[src/lrb_pkg.sv]
`timescale 1ns / 1ps
// ----------------------------------------------------------------------------
// lrb_pkg: shared types for the link reconnect backoff sequencer
// Link modes, configuration register indexes, register file and result types.
// ----------------------------------------------------------------------------
package lrb_pkg;

  localparam int BACKOFF_ENTRIES = 5;
  localparam int BACKOFF_IDX_W   = $clog2(BACKOFF_ENTRIES);
  localparam int CFG_INDEX_W     = 3;
  localparam int CFG_DATA_W      = 32;
  localparam int CRED_COUNT_W    = 5;
  localparam int TIME_W          = 32;
  localparam int CRED_OUT_W      = 4;

  // last backoff slot, where the step saturates
  localparam logic [BACKOFF_IDX_W-1:0] BACKOFF_LAST = BACKOFF_IDX_W'(BACKOFF_ENTRIES - 1);

  // request word kinds
  localparam logic FUNC_POLL    = 1'b0;
  localparam logic FUNC_CONNECT = 1'b1;

  // reset values of the configuration registers
  localparam logic [CRED_COUNT_W-1:0] CRED_COUNT_RST = 5'd1;
  localparam logic [TIME_W-1:0]       TIMEOUT_RST    = 32'd9000;
  localparam logic [TIME_W-1:0]       BACKOFF_0_RST  = 32'd1000;
  localparam logic [TIME_W-1:0]       BACKOFF_1_RST  = 32'd2000;
  localparam logic [TIME_W-1:0]       BACKOFF_2_RST  = 32'd5000;
  localparam logic [TIME_W-1:0]       BACKOFF_3_RST  = 32'd15000;
  localparam logic [TIME_W-1:0]       BACKOFF_4_RST  = 32'd30000;

  // configuration register indexes
  localparam logic [CFG_INDEX_W-1:0] REG_CRED_COUNT = 3'd0;
  localparam logic [CFG_INDEX_W-1:0] REG_TIMEOUT    = 3'd1;
  localparam logic [CFG_INDEX_W-1:0] REG_BACKOFF_0  = 3'd2;
  localparam logic [CFG_INDEX_W-1:0] REG_BACKOFF_1  = 3'd3;
  localparam logic [CFG_INDEX_W-1:0] REG_BACKOFF_2  = 3'd4;
  localparam logic [CFG_INDEX_W-1:0] REG_BACKOFF_3  = 3'd5;
  localparam logic [CFG_INDEX_W-1:0] REG_BACKOFF_4  = 3'd6;

  typedef enum logic [1:0] {
    MODE_IDLE       = 2'd0,
    MODE_CONNECTING = 2'd1,
    MODE_CONNECTED  = 2'd2
  } mode_t;

  typedef struct packed {
    logic [CRED_COUNT_W-1:0]                credential_count;
    logic [TIME_W-1:0]                      attempt_timeout_ms;
    logic [BACKOFF_ENTRIES-1:0][TIME_W-1:0] delay_tab;
  } cfg_regs_t;

  typedef struct packed {
    logic                  begin_attempt;
    logic [CRED_OUT_W-1:0] cred_index;
    logic [1:0]            link_state;
    logic                  all_failed;
    logic [TIME_W-1:0]     retry_delay_ms;
    logic                  connect_ok;
  } result_t;

endpackage

[src/lrb_if.sv]
`timescale 1ns / 1ps
// ----------------------------------------------------------------------------
// lrb_if: handshake channels of the link reconnect backoff sequencer
// Request, response and configuration write channels, valid/ready each.
// ----------------------------------------------------------------------------
interface lrb_req_if;
  logic                      valid;
  logic                      ready;
  logic                      func;
  logic [lrb_pkg::TIME_W-1:0] now_ms;
  logic                      link_up;

  modport source (output valid, func, now_ms, link_up, input ready);
  modport sink   (input valid, func, now_ms, link_up, output ready);
endinterface

interface lrb_rsp_if;
  logic                          valid;
  logic                          ready;
  logic                          begin_attempt;
  logic [lrb_pkg::CRED_OUT_W-1:0] cred_index;
  logic [1:0]                    link_state;
  logic                          all_failed;
  logic [lrb_pkg::TIME_W-1:0]     retry_delay_ms;
  logic                          connect_ok;

  modport source (output valid, begin_attempt, cred_index, link_state, all_failed,
                  retry_delay_ms, connect_ok, input ready);
  modport sink   (input valid, begin_attempt, cred_index, link_state, all_failed,
                  retry_delay_ms, connect_ok, output ready);
endinterface

interface lrb_cfg_if;
  logic                           valid;
  logic                           ready;
  logic [lrb_pkg::CFG_INDEX_W-1:0] index;
  logic [lrb_pkg::CFG_DATA_W-1:0]  data;

  modport source (output valid, index, data, input ready);
  modport sink   (input valid, index, data, output ready);
endinterface

[src/lrb_step.sv]
`timescale 1ns / 1ps
// ----------------------------------------------------------------------------
// lrb_step: one-word next-state and result logic
// Decodes a poll or connect word against the current sequencer state.
// ----------------------------------------------------------------------------
module lrb_step #(
  parameter int MAX_CREDENTIALS = 16
) (
  input  lrb_pkg::cfg_regs_t                          cfg,
  input  lrb_pkg::mode_t                              mode,
  input  logic [$clog2(MAX_CREDENTIALS+1)-1:0]        cred,
  input  logic [lrb_pkg::BACKOFF_IDX_W-1:0]           step,
  input  logic [lrb_pkg::TIME_W-1:0]                  start_time,
  input  logic [lrb_pkg::TIME_W-1:0]                  next_time,
  input  logic                                        func,
  input  logic [lrb_pkg::TIME_W-1:0]                  now_ms,
  input  logic                                        link_up,
  output lrb_pkg::mode_t                              mode_next,
  output logic [$clog2(MAX_CREDENTIALS+1)-1:0]        cred_next,
  output logic [lrb_pkg::BACKOFF_IDX_W-1:0]           step_next,
  output logic [lrb_pkg::TIME_W-1:0]                  start_time_next,
  output logic [lrb_pkg::TIME_W-1:0]                  next_time_next,
  output lrb_pkg::result_t                            result
);

  localparam int CW = $clog2(MAX_CREDENTIALS + 1);
  localparam int KW = (CW > lrb_pkg::CRED_COUNT_W) ? CW : lrb_pkg::CRED_COUNT_W;

  logic [KW-1:0]                     cc_k;
  logic [KW-1:0]                     max_k;
  logic [KW-1:0]                     count_k;
  logic [CW-1:0]                     count;
  logic                              has_creds;
  logic                              is_cmd;
  logic                              cmd_up;
  logic                              cmd_go;
  logic                              poll_up;
  logic                              poll_act;
  logic [lrb_pkg::TIME_W-1:0]        elapsed;
  logic                              timed_out;
  logic [CW:0]                       cred_inc;
  logic                              pass_end;
  logic                              due;
  logic [lrb_pkg::BACKOFF_IDX_W-1:0] bo_idx;
  logic [lrb_pkg::TIME_W-1:0]        bo_delay;

  // clamp the register count to the storage size
  assign cc_k      = KW'(cfg.credential_count);
  assign max_k     = KW'(MAX_CREDENTIALS);
  assign count_k   = (cc_k > max_k) ? max_k : cc_k;
  assign count     = CW'(count_k);
  assign has_creds = (count != '0);

  assign is_cmd   = (func == lrb_pkg::FUNC_CONNECT);
  assign cmd_up   = is_cmd & has_creds & link_up;
  assign cmd_go   = is_cmd & has_creds & ~link_up;
  assign poll_up  = ~is_cmd & link_up;
  assign poll_act = ~is_cmd & ~link_up & has_creds;

  // wrapping elapsed time
  assign elapsed   = now_ms - start_time;
  assign timed_out = (elapsed >= cfg.attempt_timeout_ms);
  assign cred_inc  = {1'b0, cred} + (CW+1)'(1);
  assign pass_end  = (cred_inc >= {1'b0, count});
  assign due       = (now_ms >= next_time);

  assign bo_idx   = (step < lrb_pkg::BACKOFF_LAST) ? step : lrb_pkg::BACKOFF_LAST;
  assign bo_delay = cfg.delay_tab[bo_idx];

  // next mode
  always_comb begin
    mode_next = mode;
    if (cmd_up || poll_up) begin
      mode_next = lrb_pkg::MODE_CONNECTED;
    end else if (cmd_go) begin
      mode_next = lrb_pkg::MODE_CONNECTING;
    end else if (poll_act) begin
      case (mode)
        lrb_pkg::MODE_CONNECTED: begin
          mode_next = lrb_pkg::MODE_IDLE;
        end
        lrb_pkg::MODE_CONNECTING: begin
          if (timed_out && pass_end) begin
            mode_next = lrb_pkg::MODE_IDLE;
          end
        end
        default: begin
          mode_next = due ? lrb_pkg::MODE_CONNECTING : lrb_pkg::MODE_IDLE;
        end
      endcase
    end
  end

  // data state and result flags
  always_comb begin
    cred_next       = cred;
    step_next       = step;
    start_time_next = start_time;
    next_time_next  = next_time;
    result          = '0;
    if (cmd_up) begin
      result.connect_ok = 1'b1;
    end else if (cmd_go) begin
      cred_next            = '0;
      step_next            = '0;
      start_time_next      = now_ms;
      result.begin_attempt = 1'b1;
    end else if (poll_up) begin
      if (mode != lrb_pkg::MODE_CONNECTED) begin
        step_next = '0;
      end
    end else if (poll_act) begin
      case (mode)
        lrb_pkg::MODE_CONNECTED: begin
          cred_next      = '0;
          next_time_next = now_ms;
        end
        lrb_pkg::MODE_CONNECTING: begin
          if (timed_out) begin
            if (pass_end) begin
              cred_next             = '0;
              next_time_next        = now_ms + bo_delay;
              result.all_failed     = 1'b1;
              result.retry_delay_ms = bo_delay;
              if (step < lrb_pkg::BACKOFF_LAST) begin
                step_next = step + lrb_pkg::BACKOFF_IDX_W'(1);
              end
            end else begin
              cred_next            = CW'(cred_inc);
              start_time_next      = now_ms;
              result.begin_attempt = 1'b1;
            end
          end
        end
        default: begin
          if (due) begin
            start_time_next      = now_ms;
            result.begin_attempt = 1'b1;
          end
        end
      endcase
    end
    result.cred_index = lrb_pkg::CRED_OUT_W'(cred_next);
    result.link_state = mode_next;
  end

endmodule

[src/link_reconnect_backoff_fsm_top.sv]
`timescale 1ns / 1ps
// ----------------------------------------------------------------------------
// link_reconnect_backoff_fsm_top: link reconnect sequencer with capped backoff
// Steps through saved credentials with a per-attempt timeout, then waits a
// backoff delay from a five-slot table before the next pass.
// ----------------------------------------------------------------------------
// path: a request word is held in the input register, then in the response
//   register, where it is offered as a response until it is taken
// throughput: one word per cycle while the receiver takes responses; the
//   single-pass step logic and the state update both close in the cycle the input register drains
// reset: rst (synchronous) empties both registers, sets mode idle with all
//   counters and times at zero, and loads the register defaults
module link_reconnect_backoff_fsm_top #(
  parameter int MAX_CREDENTIALS = 16
) (
  input logic      clk,
  input logic      rst,
  lrb_req_if.sink  req,
  lrb_rsp_if.source rsp,
  lrb_cfg_if.sink  cfg
);

  localparam int CW = $clog2(MAX_CREDENTIALS + 1);

  // configuration registers
  lrb_pkg::cfg_regs_t cfg_regs;

  // sequencer state
  lrb_pkg::mode_t                    mode;
  lrb_pkg::mode_t                    mode_next;
  logic [CW-1:0]                     cred;
  logic [CW-1:0]                     cred_next;
  logic [lrb_pkg::BACKOFF_IDX_W-1:0] step;
  logic [lrb_pkg::BACKOFF_IDX_W-1:0] step_next;
  logic [lrb_pkg::TIME_W-1:0]        start_time;
  logic [lrb_pkg::TIME_W-1:0]        start_time_next;
  logic [lrb_pkg::TIME_W-1:0]        next_time;
  logic [lrb_pkg::TIME_W-1:0]        next_time_next;

  // input register
  logic                       in_valid;
  logic                       in_func;
  logic [lrb_pkg::TIME_W-1:0] in_now;
  logic                       in_up;

  // response register
  logic             out_valid;
  lrb_pkg::result_t out_word;
  lrb_pkg::result_t step_result;

  logic advance;
  logic take;

  // the input register drains whenever the response register is free or
  // being emptied; it refills in the same cycle so words stream back to back
  assign advance   = in_valid & (~out_valid | rsp.ready);
  assign req.ready = ~in_valid | advance;
  assign take      = req.valid & req.ready;

  // registers are always writable; the sender must write them only while no word
  // is in flight, and the block itself does not enforce this
  assign cfg.ready = 1'b1;

  always_ff @(posedge clk) begin
    if (rst) begin
      cfg_regs.credential_count   <= lrb_pkg::CRED_COUNT_RST;
      cfg_regs.attempt_timeout_ms <= lrb_pkg::TIMEOUT_RST;
      cfg_regs.delay_tab[0]       <= lrb_pkg::BACKOFF_0_RST;
      cfg_regs.delay_tab[1]       <= lrb_pkg::BACKOFF_1_RST;
      cfg_regs.delay_tab[2]       <= lrb_pkg::BACKOFF_2_RST;
      cfg_regs.delay_tab[3]       <= lrb_pkg::BACKOFF_3_RST;
      cfg_regs.delay_tab[4]       <= lrb_pkg::BACKOFF_4_RST;
    end else if (cfg.valid) begin
      case (cfg.index)
        lrb_pkg::REG_CRED_COUNT: begin
          cfg_regs.credential_count <= cfg.data[lrb_pkg::CRED_COUNT_W-1:0];
        end
        lrb_pkg::REG_TIMEOUT:   cfg_regs.attempt_timeout_ms <= cfg.data;
        lrb_pkg::REG_BACKOFF_0: cfg_regs.delay_tab[0] <= cfg.data;
        lrb_pkg::REG_BACKOFF_1: cfg_regs.delay_tab[1] <= cfg.data;
        lrb_pkg::REG_BACKOFF_2: cfg_regs.delay_tab[2] <= cfg.data;
        lrb_pkg::REG_BACKOFF_3: cfg_regs.delay_tab[3] <= cfg.data;
        lrb_pkg::REG_BACKOFF_4: cfg_regs.delay_tab[4] <= cfg.data;
        default: ;  // unmapped index, write dropped
      endcase
    end
  end

  // input register: payload loads on acceptance, no reset needed
  always_ff @(posedge clk) begin
    if (rst) begin
      in_valid <= 1'b0;
    end else if (req.ready) begin
      in_valid <= req.valid;
    end
  end

  always_ff @(posedge clk) begin
    if (take) begin
      in_func <= req.func;
      in_now  <= req.now_ms;
      in_up   <= req.link_up;
    end
  end

  // combinational step for the word held in the input register
  lrb_step #(
    .MAX_CREDENTIALS (MAX_CREDENTIALS)
  ) u_step (
    .cfg             (cfg_regs),
    .mode            (mode),
    .cred            (cred),
    .step            (step),
    .start_time      (start_time),
    .next_time       (next_time),
    .func            (in_func),
    .now_ms          (in_now),
    .link_up         (in_up),
    .mode_next       (mode_next),
    .cred_next       (cred_next),
    .step_next       (step_next),
    .start_time_next (start_time_next),
    .next_time_next  (next_time_next),
    .result          (step_result)
  );

  // sequencer state commits as the word moves into the response register
  always_ff @(posedge clk) begin
    if (rst) begin
      mode       <= lrb_pkg::MODE_IDLE;
      cred       <= '0;
      step       <= '0;
      start_time <= '0;
      next_time  <= '0;
    end else if (advance) begin
      mode       <= mode_next;
      cred       <= cred_next;
      step       <= step_next;
      start_time <= start_time_next;
      next_time  <= next_time_next;
    end
  end

  // response register
  always_ff @(posedge clk) begin
    if (rst) begin
      out_valid <= 1'b0;
    end else if (advance) begin
      out_valid <= 1'b1;
    end else if (rsp.ready) begin
      out_valid <= 1'b0;
    end
  end

  always_ff @(posedge clk) begin
    if (advance) begin
      out_word <= step_result;
    end
  end

  assign rsp.valid          = out_valid;
  assign rsp.begin_attempt  = out_word.begin_attempt;
  assign rsp.cred_index     = out_word.cred_index;
  assign rsp.link_state     = out_word.link_state;
  assign rsp.all_failed     = out_word.all_failed;
  assign rsp.retry_delay_ms = out_word.retry_delay_ms;
  assign rsp.connect_ok     = out_word.connect_ok;

endmodule

[src/flat_wrapper.sv]
// flat-port wrapper written by rule: the top's interface ports become plain ports
module link_reconnect_backoff_fsm_top_flat 
#(
  parameter int MAX_CREDENTIALS = 16
)
  (clk, rst, req_valid, req_func, req_now_ms, req_link_up, req_ready, rsp_valid, rsp_begin_attempt, rsp_cred_index, rsp_link_state, rsp_all_failed, rsp_retry_delay_ms, rsp_connect_ok, rsp_ready, cfg_valid, cfg_index, cfg_data, cfg_ready);
  lrb_req_if req_i ();
  lrb_rsp_if rsp_i ();
  lrb_cfg_if cfg_i ();
  input logic clk;
  input logic rst;
  input wire logic [$bits(req_i.valid)-1:0] req_valid;
  input wire logic [$bits(req_i.func)-1:0] req_func;
  input wire logic [$bits(req_i.now_ms)-1:0] req_now_ms;
  input wire logic [$bits(req_i.link_up)-1:0] req_link_up;
  output wire logic [$bits(req_i.ready)-1:0] req_ready;
  output wire logic [$bits(rsp_i.valid)-1:0] rsp_valid;
  output wire logic [$bits(rsp_i.begin_attempt)-1:0] rsp_begin_attempt;
  output wire logic [$bits(rsp_i.cred_index)-1:0] rsp_cred_index;
  output wire logic [$bits(rsp_i.link_state)-1:0] rsp_link_state;
  output wire logic [$bits(rsp_i.all_failed)-1:0] rsp_all_failed;
  output wire logic [$bits(rsp_i.retry_delay_ms)-1:0] rsp_retry_delay_ms;
  output wire logic [$bits(rsp_i.connect_ok)-1:0] rsp_connect_ok;
  input wire logic [$bits(rsp_i.ready)-1:0] rsp_ready;
  input wire logic [$bits(cfg_i.valid)-1:0] cfg_valid;
  input wire logic [$bits(cfg_i.index)-1:0] cfg_index;
  input wire logic [$bits(cfg_i.data)-1:0] cfg_data;
  output wire logic [$bits(cfg_i.ready)-1:0] cfg_ready;
  assign req_i.valid = req_valid;
  assign req_i.func = req_func;
  assign req_i.now_ms = req_now_ms;
  assign req_i.link_up = req_link_up;
  assign req_ready = req_i.ready;
  assign rsp_valid = rsp_i.valid;
  assign rsp_begin_attempt = rsp_i.begin_attempt;
  assign rsp_cred_index = rsp_i.cred_index;
  assign rsp_link_state = rsp_i.link_state;
  assign rsp_all_failed = rsp_i.all_failed;
  assign rsp_retry_delay_ms = rsp_i.retry_delay_ms;
  assign rsp_connect_ok = rsp_i.connect_ok;
  assign rsp_i.ready = rsp_ready;
  assign cfg_i.valid = cfg_valid;
  assign cfg_i.index = cfg_index;
  assign cfg_i.data = cfg_data;
  assign cfg_ready = cfg_i.ready;
  link_reconnect_backoff_fsm_top #(.MAX_CREDENTIALS(MAX_CREDENTIALS)) u_core (.clk(clk), .rst(rst), .req(req_i), .rsp(rsp_i), .cfg(cfg_i));
endmodule
[config.mk]
export PLATFORM = sky130hd
export DESIGN_NAME = link_reconnect_backoff_fsm_top_flat
export DESIGN_NICKNAME = d
export VERILOG_FILES = /design/src/lrb_pkg.sv /design/src/lrb_if.sv /design/src/lrb_step.sv /design/src/link_reconnect_backoff_fsm_top.sv /design/src/flat_wrapper.sv
export SDC_FILE = /design/constraint.sdc
export NUM_CORES = 1
export LEC_CHECK = 0
export ABC_AREA = 1
export BUFFER_PORTS_ARGS = -buffer_cell sky130_fd_sc_hd__buf_2
export CAP_MARGIN = 15
export CORE_ASPECT_RATIO = 1.4
export CORE_MARGIN = 3
export CORE_UTILIZATION = 50
export DETAILED_ROUTE_END_ITERATION = 7
export PLACE_DENSITY = 0.69
export RECOVER_POWER = 50
export SYNTH_ARGS = -nofsm -noshare
export SYNTH_HDL_FRONTEND = slang
export SYNTH_HIERARCHICAL = 1
export SYNTH_SLANG_ARGS = --single-unit
[constraint.sdc]
create_clock -name clk -period 4.87 [get_ports clk]
set_input_delay 0.487 -clock clk [delete_from_list [all_inputs] [get_ports clk]]
set_output_delay 0.487 -clock clk [all_outputs]
set_load 0.03 [all_outputs]
# --- Yosys cells after proc, flatten, opt, wreduce, memory -nomap -nowiden ---
# Cells that the tools add are included.
classes:
  add_sub_neg: 4
  n_lt_le_gt_ge: 6
  eq_ne: 16
  mux: 46
  n_bitwise: 21
  reduce_logical: 27
op_table:
  columns: ["cell", "count"]
  rows:
  - ["$mux W32", 9]
  - ["$pmux W32 S2", 2]
  - ["$bmux W32 S3", 1]
  - ["$ge A32 B32 Y1", 2]
  - ["$mux W33", 1]
  - ["$add A32 B32 Y32", 1]
  - ["$sub A32 B32 Y32", 1]
  - ["$mux W5", 6]
  - ["$mux W3", 9]
  - ["$reduce_and A8 Y1", 3]
  - ["$reduce_bool A3 Y1", 7]
  - ["$reduce_and A2 Y1", 7]
  - ["$not A1 Y1", 11]
  - ["$mux W1", 10]
  - ["$ne A2 B2 Y1 const B", 5]
  - ["$pmux W5 S2", 1]
  - ["$eq A3 B3 Y1 const B", 3]
  - ["$and A1 B1 Y1", 8]
  - ["$mux W2", 4]
  - ["$reduce_or A7 Y1", 1]
  - ["$add A5 B1 Y6 const B", 1]
  - ["$eq A3 B2 Y1 const B", 2]
  - ["$ge A6 B5 Y1", 1]
  - ["$ne A3 B3 Y1 const B", 2]
  - ["other kinds (19)", 22]
word_totals:
  ff_bits: 348
  inputBits: 74
  out_inout_bits: 44
  elab_cells: 144

# --- Depth between registers and ports, before layout ---
# Gate-level depths: netlist of run 1.
logic_depth:
  depth_word: 10
  ltp_mapped: 35
  depth_no_buf: 33

# --- By module ---
# The synthesis of run 1 kept the hierarchy.
by_module_without_submodules:
  columns: ["mod", "n_inst", "cells_per_inst", "area_each_um2"]
  rows:
  - ["link_reconnect_backoff_fsm_top", 1, 1572, 12934.9]
  - ["lrb_step", 1, 1762, 9434.0]

# --- Least setup slack after synthesis of run 1 ---
# No wires, ideal clock.
synth_path:
  kind: "register to register"
  start: "reg u_core/in_now[0] (netlist name)"
  end: "reg u_core/start_time[7] (netlist name)"
  t_arrival_ns: 3.969
  path_slack_ns: 0.789
  stages_incl_launch_ff: 35
  path_buffers: 2
  period_less_slack_ns: 4.081
  path_cell_list: "edfxtp_1 -> inv_1 -> ha_1 -> inv_1 -> fa_1 -> nand3_1 -> nand2_1 -> nand2_1 -> nand2_1 -> nand2_1 -> a21oi_1 -> a21oi_1 -> inv_1 -> nand3_1 -> nand2_1 -> xor2_1 -> ha_1 -> nand2_1 -> nor2_1 -> nand4_1 -> nor4_1 -> nand2_1 -> nand2_1 -> buf_2 -> nand3_2 -> nand2_4 -> nand2_2 -> buf_6 -> nand3_1 -> nand2_1 -> nand2_1 -> nand2_1 -> nand3b_1 -> nand2_1 -> nor2_1"
synth_between:
  elab_chain_cells: 4
  elab_cells_between_ends: 6
  classes_between: "add/sub (1); order compare (2); eq/ne (1); reduce/logical (2)"
synth_lines:
  columns: ["item", "line_no", "rtl"]
  rows:
  - ["start: declaration", "link_reconnect_backoff_fsm_top.sv:43", "logic [lrb_pkg::TIME_W-1:0] in_now;"]
  - ["start signal: assignment", "link_reconnect_backoff_fsm_top.sv:101", "in_now <= req.now_ms;"]
  - ["$sub A32 B32 Y32", "lrb_step.sv:61", "assign elapsed = now_ms - start_time;"]
  - ["$ge A32 B32 Y1", "lrb_step.sv:62", "assign timed_out = (elapsed >= cfg.attempt_timeout_ms);"]
  - ["$ne A3 B3 Y1 (no line)", null, null]
  - ["$reduce_and A8 Y1 (no line) (*)", null, null]
  - ["end signal: assignment", "link_reconnect_backoff_fsm_top.sv:139", "start_time <= start_time_next;"]
  - ["end: declaration", "link_reconnect_backoff_fsm_top.sv:35", "logic [lrb_pkg::TIME_W-1:0] start_time;"]
# Mark *: on every way between the ends. The rest lies on a longest branch, timed or not.
# A chain may end at the register's enable or synchronous reset.

# --- Final worst setup path of run 1 ---
layout_path:
  start: "reg u_core/in_now[19] (netlist name)"
  end: "reg u_core/start_time[0] (netlist name)"
# Same word-level chain as after synthesis.

==> impl_metrics.toml, run 1 <==
[logic_synthesis]
ys_types = 53
synth_commonest_cells = "nand2_1 (750), nor2_1 (659), inv_1 (319), nand3_1 (288), dfxtp_1 (273)"
syn_area_um2 = 22370
avgSynthCellArea_um2 = 6.709
ys_warn_count = 6
synth.area.top_cells = "dfxtp_1 (24%), nand2_1 (13%), nor2_1 (11%)"
yosysTopAreaCell = "dfxtp_1"
async_flop_share_pct = 0
syn-instance-count = 3334
ys_seq_elements = 348
synth_nets = 3546
synth-main-ff-cell = "dfxtp_1"
yosysTopAreaCellShare_pct = 24.43
synth_edf_count = 75
yosysMostFrequentCell = "nand2_1"
yosysSeqAreaShare_pct = 34.50

[finish]
instances_no_fill = 4009
filler_cell_count = 4358
nNetsFinal = 3633
postLayoutCoreUtil_pct = 57.04
design_area_um2 = 25200
layout-drive-gt1-share_pct = 8.696
areaGrowthSynthToFinish_pct = 12.66

[detailed_routing]
drtPass1Iterations = 6
drt-initial-drc-count = 1926
drcViolationCount = 0
final_antenna_net_count = 0
vias_per_cell = 5.698
wl_per_cell_um = 21.06
finalWirelength_um = 84430
num_vias = 22840

[place]
placedInstanceArea_um2 = 23670
dp_hpwl_um = 61620
port_buffers = 116
gp_congestion = 0.9792
placed_cells = 3930

[global_routing]
gr-usage-all-layers_pct = 34.87
antenna_found_initial = 2
grt-ovfl-total = 0
grt_max_degree = 143
grt_pass1_vias = 22030
grt_pass1_wl_um = 127900

[pwr]
p_per_area_nw_per_um2 = 352.7
ir_worst_vdd_mv = 0.3478
netSwitchingFraction_pct = 34.28
power_frac_clock_pct = 36.5
p_int_mw = 5.841
power.switching_mw = 3.047
pwr-share-comb_pct = 27.7
sequentialPowerShare_pct = 35.8
power_leakage_nw = 11.23

[clock_tree]
ctsHtreeMaxLevel = 2
clock-root-buffer = "clkbuf_16"
cts_sinks = 348
cts_hold_buf = 0
clock_path_buffers = 3
cts_tree = "built"
clk_pin_slew_ns = 0.07
clock_latency_ns = 0.59
cts_buffers = 39

[die]
fp-row-count = 91
die_w_um = 184.8
ios = 118
core_area_um2 = 44180
fp.dieH_um = 256.3
initial_core_util_pct = 50.63
dieArea_um2 = 47350

[sta]
rsz0062_at_grt = "no"
finalHoldViolations = 0
worst_hold_slack_ns = 0.08123
setup_viol = 0
tns_ns = 0
fin_crit_ns = 4.576
worst_slew_pin_slew_ns = 1.948
period_share_pct = 93.97
slew_viol_final = 171
worst_clock_skew_ns = 0.02486
max_freq_mhz = 218.5
slew_headroom_pct = -29.87

[job]
cap_violations = 3

[setup_path]
worstSetupPathType = "register to register"
crit_path_end_kind = "register"
critPathLaunchType = "register"
cp_data_required_time_ns = 5.36
cp_max_fo = 9
worst_ep_arrival_time_ns = 5.06

[run_status]
status = "finished with violations"
violations = "capacitance limit, slew limit"

[min_path]
hold_path_class = "input port to register"
==> kinds of logic (layout without fill, tap and decap cells) <==
group                    Yosys count  after routing  synth area share (%)
buffers and inverters            504            620                 9.157
AO/OA/AOI/OAI                    460            460                 12.12
XOR/XNOR                          49             49                 1.919
AND/OR/NAND/NOR                 1834           1834                 34.51
other                              1              2               0.01676
flip-flops                       348            348                 34.50
adder cells (fa/ha/maj)          138            138                 7.786
==> layout by cell type, fill, tap and decap left out, drive strengths merged, types with 11 or more instances in the layout <==
cell type / instances
o21a: 37
xnor2: 21
nor3: 12
buf: 165
nand4: 18
clkbuf: 96
nand3b: 80
dfxtp: 273
o22ai: 32
o21ai: 111
o211ai: 11
nand2: 757
edfxtp: 75
clkinv: 15
ha: 136
nand3: 292
nor2: 665
a32o: 31
inv: 334
a21oi: 207
xor2: 28
==> through the flow <==
stage	power, mW	worst slack, ns
finish	8.888	0.2936
global route	9.296	0.006062
CTS	8.845	0.1009
detailed placement	5.606	0.1234
global placement	5.583	0.2006
floorplan	4.806	0.7887
==> state kept, by name, indices dropped and copies added (netlist names), 2 cells and up <==
name and flops:
u_core/cfg_regs 197, u_core/cred 5, u_core/in_now 32, u_core/mode 2, u_core/next_time 32, u_core/rsp.cred_index 4, u_core/rsp.link_state 2, u_core/rsp.retry_delay_ms 32
u_core/start_time 32, u_core/step 3
==> power by group through the flow <==
stage	clock (mW)	sequential, mW	combinational, mW
6_report	3.24	3.19	2.46
3_5_place_dp	0	3.25	2.36
3_3_place_gp	0	3.24	2.34
2_1_floorplan	0	3.25	1.55
5_1_grt	3.41	3.20	2.69
4_1_cts	3.29	3.18	2.38
==> metal layers <==
layer | GRT usage, % | part of all wire, %
met5 | 0 | 0
met2 | 58.97 | 48
met1 | 41.19 | 38
met3 | 4.825 | 6.3
met4 | 22.09 | 7.7
==> timing repair <==
action | 4_1_cts | 5_1_grt
endpoints found under the hold margin | 0 | 0
endpoints found under the setup margin | 0 | 107
resized for setup | 0 | 35
buffers inserted | 0 | 7
==> worst max-delay path, cell delays in order (launching register included) <==
cell,delay [ns]
edfxtp_1,0.55
ha_2,0.40
a21oi_2,0.29
o21ai_0,0.18
a21oi_1,0.16
inv_1,0.09
a221oi_1,0.30
nand2_1,0.11
xor2_1,0.15
ha_1,0.27
nand2_1,0.07
nor2_2,0.13
nand4_1,0.13
nor4_1,0.28
nand2_1,0.13
nand2_4,0.12
nand3_2,0.08
nand2_2,0.09
nand2_4,0.10
nand2_2,0.09
buf_4,0.19
nor2_1,0.06
o21ai_1,0.12
nand3b_1,0.14
nand2_1,0.07
nor2_1,0.19
==> layout make-up <==
type                       count  area (µm²)  area share (%)
multi-input combinational   2482       12760           50.65
sequential                   348        7717           30.62
timing repair buffer         216        1361           5.402
inverter                     334        1266           5.025
clock buffer                  45        1040           4.126
tap                          558       698.2           2.770
clock inverter                25       351.6           1.395
antenna                        1       2.502        0.009930
==> final timing paths <==
kind,from,end,slack (ns),cells past startpoint
setup / recovery,u_core/in_now[19]$_DFFE_PP_,u_core/start_time[0]$_SDFFE_PP0P_,0.29,25
hold / removal,req_now_ms[19],u_core/in_now[19]$_DFFE_PP_,0.08,1
setup reg to reg,u_core/in_now[19]$_DFFE_PP_,u_core/start_time[0]$_SDFFE_PP0P_,0.29,25
hold reg to reg,u_core/cfg_regs[133]$_SDFFE_PP1P_,u_core/cfg_regs[133]$_SDFFE_PP1P_,0.46,2
Note: power is estimated with default switching activity, not from simulation.
==> run 2, diff against run 1 <==
--- a/config.mk
+++ b/config.mk
@@ -11,8 +11,9 @@
 export CORE_ASPECT_RATIO = 1.4
 export CORE_MARGIN = 3
 export CORE_UTILIZATION = 50
+export CTS_BUF_LIST = sky130_fd_sc_hd__clkbuf_8
 export DETAILED_ROUTE_END_ITERATION = 7
-export PLACE_DENSITY = 0.69
+export PLACE_DENSITY = 0.72
 export RECOVER_POWER = 50
 export SYNTH_ARGS = -nofsm -noshare
 export SYNTH_HDL_FRONTEND = slang
==> constraint.sdc (replaced) <==
create_clock -name clk -period 4.2 [get_ports clk]
set_input_delay 0.42 -clock clk [delete_from_list [all_inputs] [get_ports clk]]
set_output_delay 0.42 -clock clk [all_outputs]
set_load 0.03 [all_outputs]
==> run 2 against run 1 <==
  * The run ends with capacitance limit, slew limit, setup timing left
  * Power up 14%
  * First-iteration DRC count grew 10%
  * Flip-flop and latch count unchanged
  * Clock skew grew 0.017 ns
  * Worst setup slack lost 0.47 ns
  * Die area stayed put
  * Clock power fell by 3%
  * Sequential power up 16%
  * Hold slack got worse by 0.045 ns
  * Fmax up 4.6%
  * Critical path depth up 6
  * Cell count up 6.6%
==> impl_metrics.toml, run 2 (same netlist as run 1, synthesis figures left out) <==
[run_status]
status = "finished with violations"
violations = "capacitance limit, slew limit, setup timing"

[sta]
tns_ns = -8.682
max_freq_mhz = 228.5
fin_crit_ns = 4.376
finalHoldViolations = 0
worst_clock_skew_ns = 0.04215
period_share_pct = 104.2
setup_viol = 73
worst_slew_pin_slew_ns = 2.668
rsz0062_at_grt = "yes"
slew_viol_final = 99
setup_ws_ns = -0.1755
slew_headroom_pct = -78.54

[finish]
mostFrequentLayoutCells = "nand2_1 (734), nor2_1 (629), inv_1 (333), nand3_1 (276), dfxtp_1 (272)"
largest-register = "u_core/cfg_regs"
filler_cell_count = 4092
largest_reg_flops = 197
postLayoutCoreUtil_pct = 62.22
areaGrowthSynthToFinish_pct = 22.88
layout-drive-gt1-share_pct = 17.10
final_common_cell = "nand2_1"
nNetsFinal = 3878

[clock_tree]
clock-root-buffer = "clkbuf_8"
cts_tree = "built"
clk_pin_slew_ns = 0.06
ctsHtreeMaxLevel = 2
clock_path_buffers = 3
cts_sinks = 348
clock_latency_ns = 0.67
cts_buffers = 57

[pwr]
power_frac_clock_pct = 31.1
ir_worst_vdd_mv = 0.2992
power.switching_mw = 3.551
pwr-share-comb_pct = 32.5
p_per_area_nw_per_um2 = 368.6
sequentialPowerShare_pct = 36.4
power_leakage_nw = 12.58
finalPower_mw = 10.13
netSwitchingFraction_pct = 35.05
p_int_mw = 6.580

[global_routing]
grt_pass1_wl_um = 118900
grt_max_degree = 122
gr-usage-all-layers_pct = 31.47
grt-ovfl-total = 0
grt_pass1_vias = 22380
antenna_found_initial = 1

[job]
cap_violations = 3

[place]
port_buffers = 116
dp_hpwl_um = 53260
gp_congestion = 1.019

[die]
dieArea_um2 = 47350
initial_core_util_pct = 50.63
ios = 118
core_area_um2 = 44180
fp-row-count = 91
die_w_um = 184.8
fp.dieH_um = 256.3

[setup_path]
cp_data_required_time_ns = 4.73
critPathMaxStageDelay_ns = 0.34
worst_ep_arrival_time_ns = 4.91
worst_path_most_repeated_cell = "nand2_1"
crit_path_end_kind = "register"
worstSetupPathType = "register to register"
regToRegStartpoint = "u_core/start_time[6]$_SDFFE_PP0P_"
critPathLaunchType = "register"
cp_max_fo = 4
reg2reg_setup_slack_ns = -0.18
worstRegToRegCells = 31
slowest_stage = "ha_1"
r2r_end = "u_core/next_time[0]$_SDFFE_PP0P_"

[detailed_routing]
final_antenna_net_count = 0
finalWirelength_um = 77330
drt-initial-drc-count = 2121
wl_per_cell_um = 18.10
vias_per_cell = 5.573
drcViolationCount = 0
drtPass1Iterations = 7
num_vias = 23810

[min_path]
hold_path_class = "input port to register"
whs_path_depth = 2
whs_endpoint = "u_core/in_valid$_SDFFE_PP0P_"
min_from = "rst"
run 2: changes by cell type in the layout (fill, tap and decap cells not counted), moves of 12 or more:
| cell | before | now |
|---|---|---|
| clkbuf_1 | 52 | 11 |
| buf_4 | 90 | 264 |
| buf_2 | 68 | 109 |
| nand3_1 | 288 | 276 |
| clkbuf_8 | 2 | 68 |
| inv_1 | 320 | 333 |
| nand2_1 | 747 | 734 |
| o22ai_2 | 1 | 15 |
| o22ai_1 | 31 | 16 |
| nor2_1 | 647 | 629 |
| dlygate4sd3_1 | 0 | 36 |
| clkbuf_16 | 41 | 0 |
| nor2_2 | 12 | 27 |
run 2: per-layer routing:
metal | wire [µm] | share of wire [%] | GRT usage, %
met4 | 5266 | 6.8 | 19.06
met2 | 36260 | 47 | 52.17
met5 | 0 | 0 | 0
met3 | 5883 | 7.6 | 4.995
met1 | 29920 | 39 | 38.05
run 2: worst max-delay path, delay by kind of cell (launching register included):
family / cells / cell delay, ns
xor+xnor: 1 / 0.18
simple gates: 12 / 1.07
fa+ha+maj: 2 / 0.59
flops: 1 / 0.31
compound gates: 10 / 1.20
buf+inv: 6 / 0.90
run 2: final cells by class:
type	count	area [µm²]	share of cell area (%)
diodes	1	2.502	0.009104
clock buffers	68	935.9	3.405
clock inverters	38	264.0	0.9604
inverters	334	1277	4.647
multi-input cells	2482	13260	48.24
flip-flops and latches	348	7719	28.08
well taps	558	698.2	2.540
repair buffers	443	3332	12.12
run 2: how the worst max path moves through the flow:
stage | cells after the start | startpoint | endpoint | slack (ns)
2_1_floorplan | 34 | u_core/in_now[0]$_DFFE_PP_ | u_core/start_time[7]$_SDFFE_PP0P_ | 0.12
3_3_place_gp | 32 | u_core/in_now[0]$_DFFE_PP_ | u_core/next_time[19]$_SDFFE_PP0P_ | -0.43
3_5_place_dp | 32 | u_core/in_now[0]$_DFFE_PP_ | u_core/next_time[1]$_SDFFE_PP0P_ | -0.55
4_1_cts | 33 | u_core/in_now[0]$_DFFE_PP_ | u_core/next_time[4]$_SDFFE_PP0P_ | -0.08
5_1_grt | 34 | u_core/in_now[0]$_DFFE_PP_ | u_core/next_time[8]$_SDFFE_PP0P_ | -0.51
6_report | 31 | u_core/start_time[6]$_SDFFE_PP0P_ | u_core/next_time[0]$_SDFFE_PP0P_ | -0.18
run 2: power groups by stage:
stage / clock network, mW / logic [mW] / registers, mW
CTS: 3.20 / 3.14 / 3.68
global placement: 0 / 2.90 / 3.75
global route: 3.34 / 3.58 / 3.70
floorplan: 0 / 1.80 / 3.77
detailed placement: 0 / 2.92 / 3.75
finish: 3.15 / 3.29 / 3.69
run 2: metrics by stage:
step / instance area (µm²) / hold slack [ns] / worst slack, ns / instances
2_1_floorplan: 22370 / 0.4292 / 0.1187 / 3334
3_3_place_gp: 25080 / 0.4378 / -0.4281 / 4108
3_5_place_dp: 25080 / 0.4450 / -0.5540 / 4108
4_1_cts: 27260 / 0.002652 / -0.07613 / 4267
5_1_grt: 27490 / 0.03412 / -0.5051 / 4272
6_report: 27490 / 0.03659 / -0.1755 / 4272
run 2: repair_timing:
item	in CTS	in global routing
endpoints found under the hold margin	37	0
buffers inserted	15	8
setup endpoints to repair	114	114
gates resized for setup	94	70
cloned	2	0
pin swaps	26	36
hold buffers	36	0
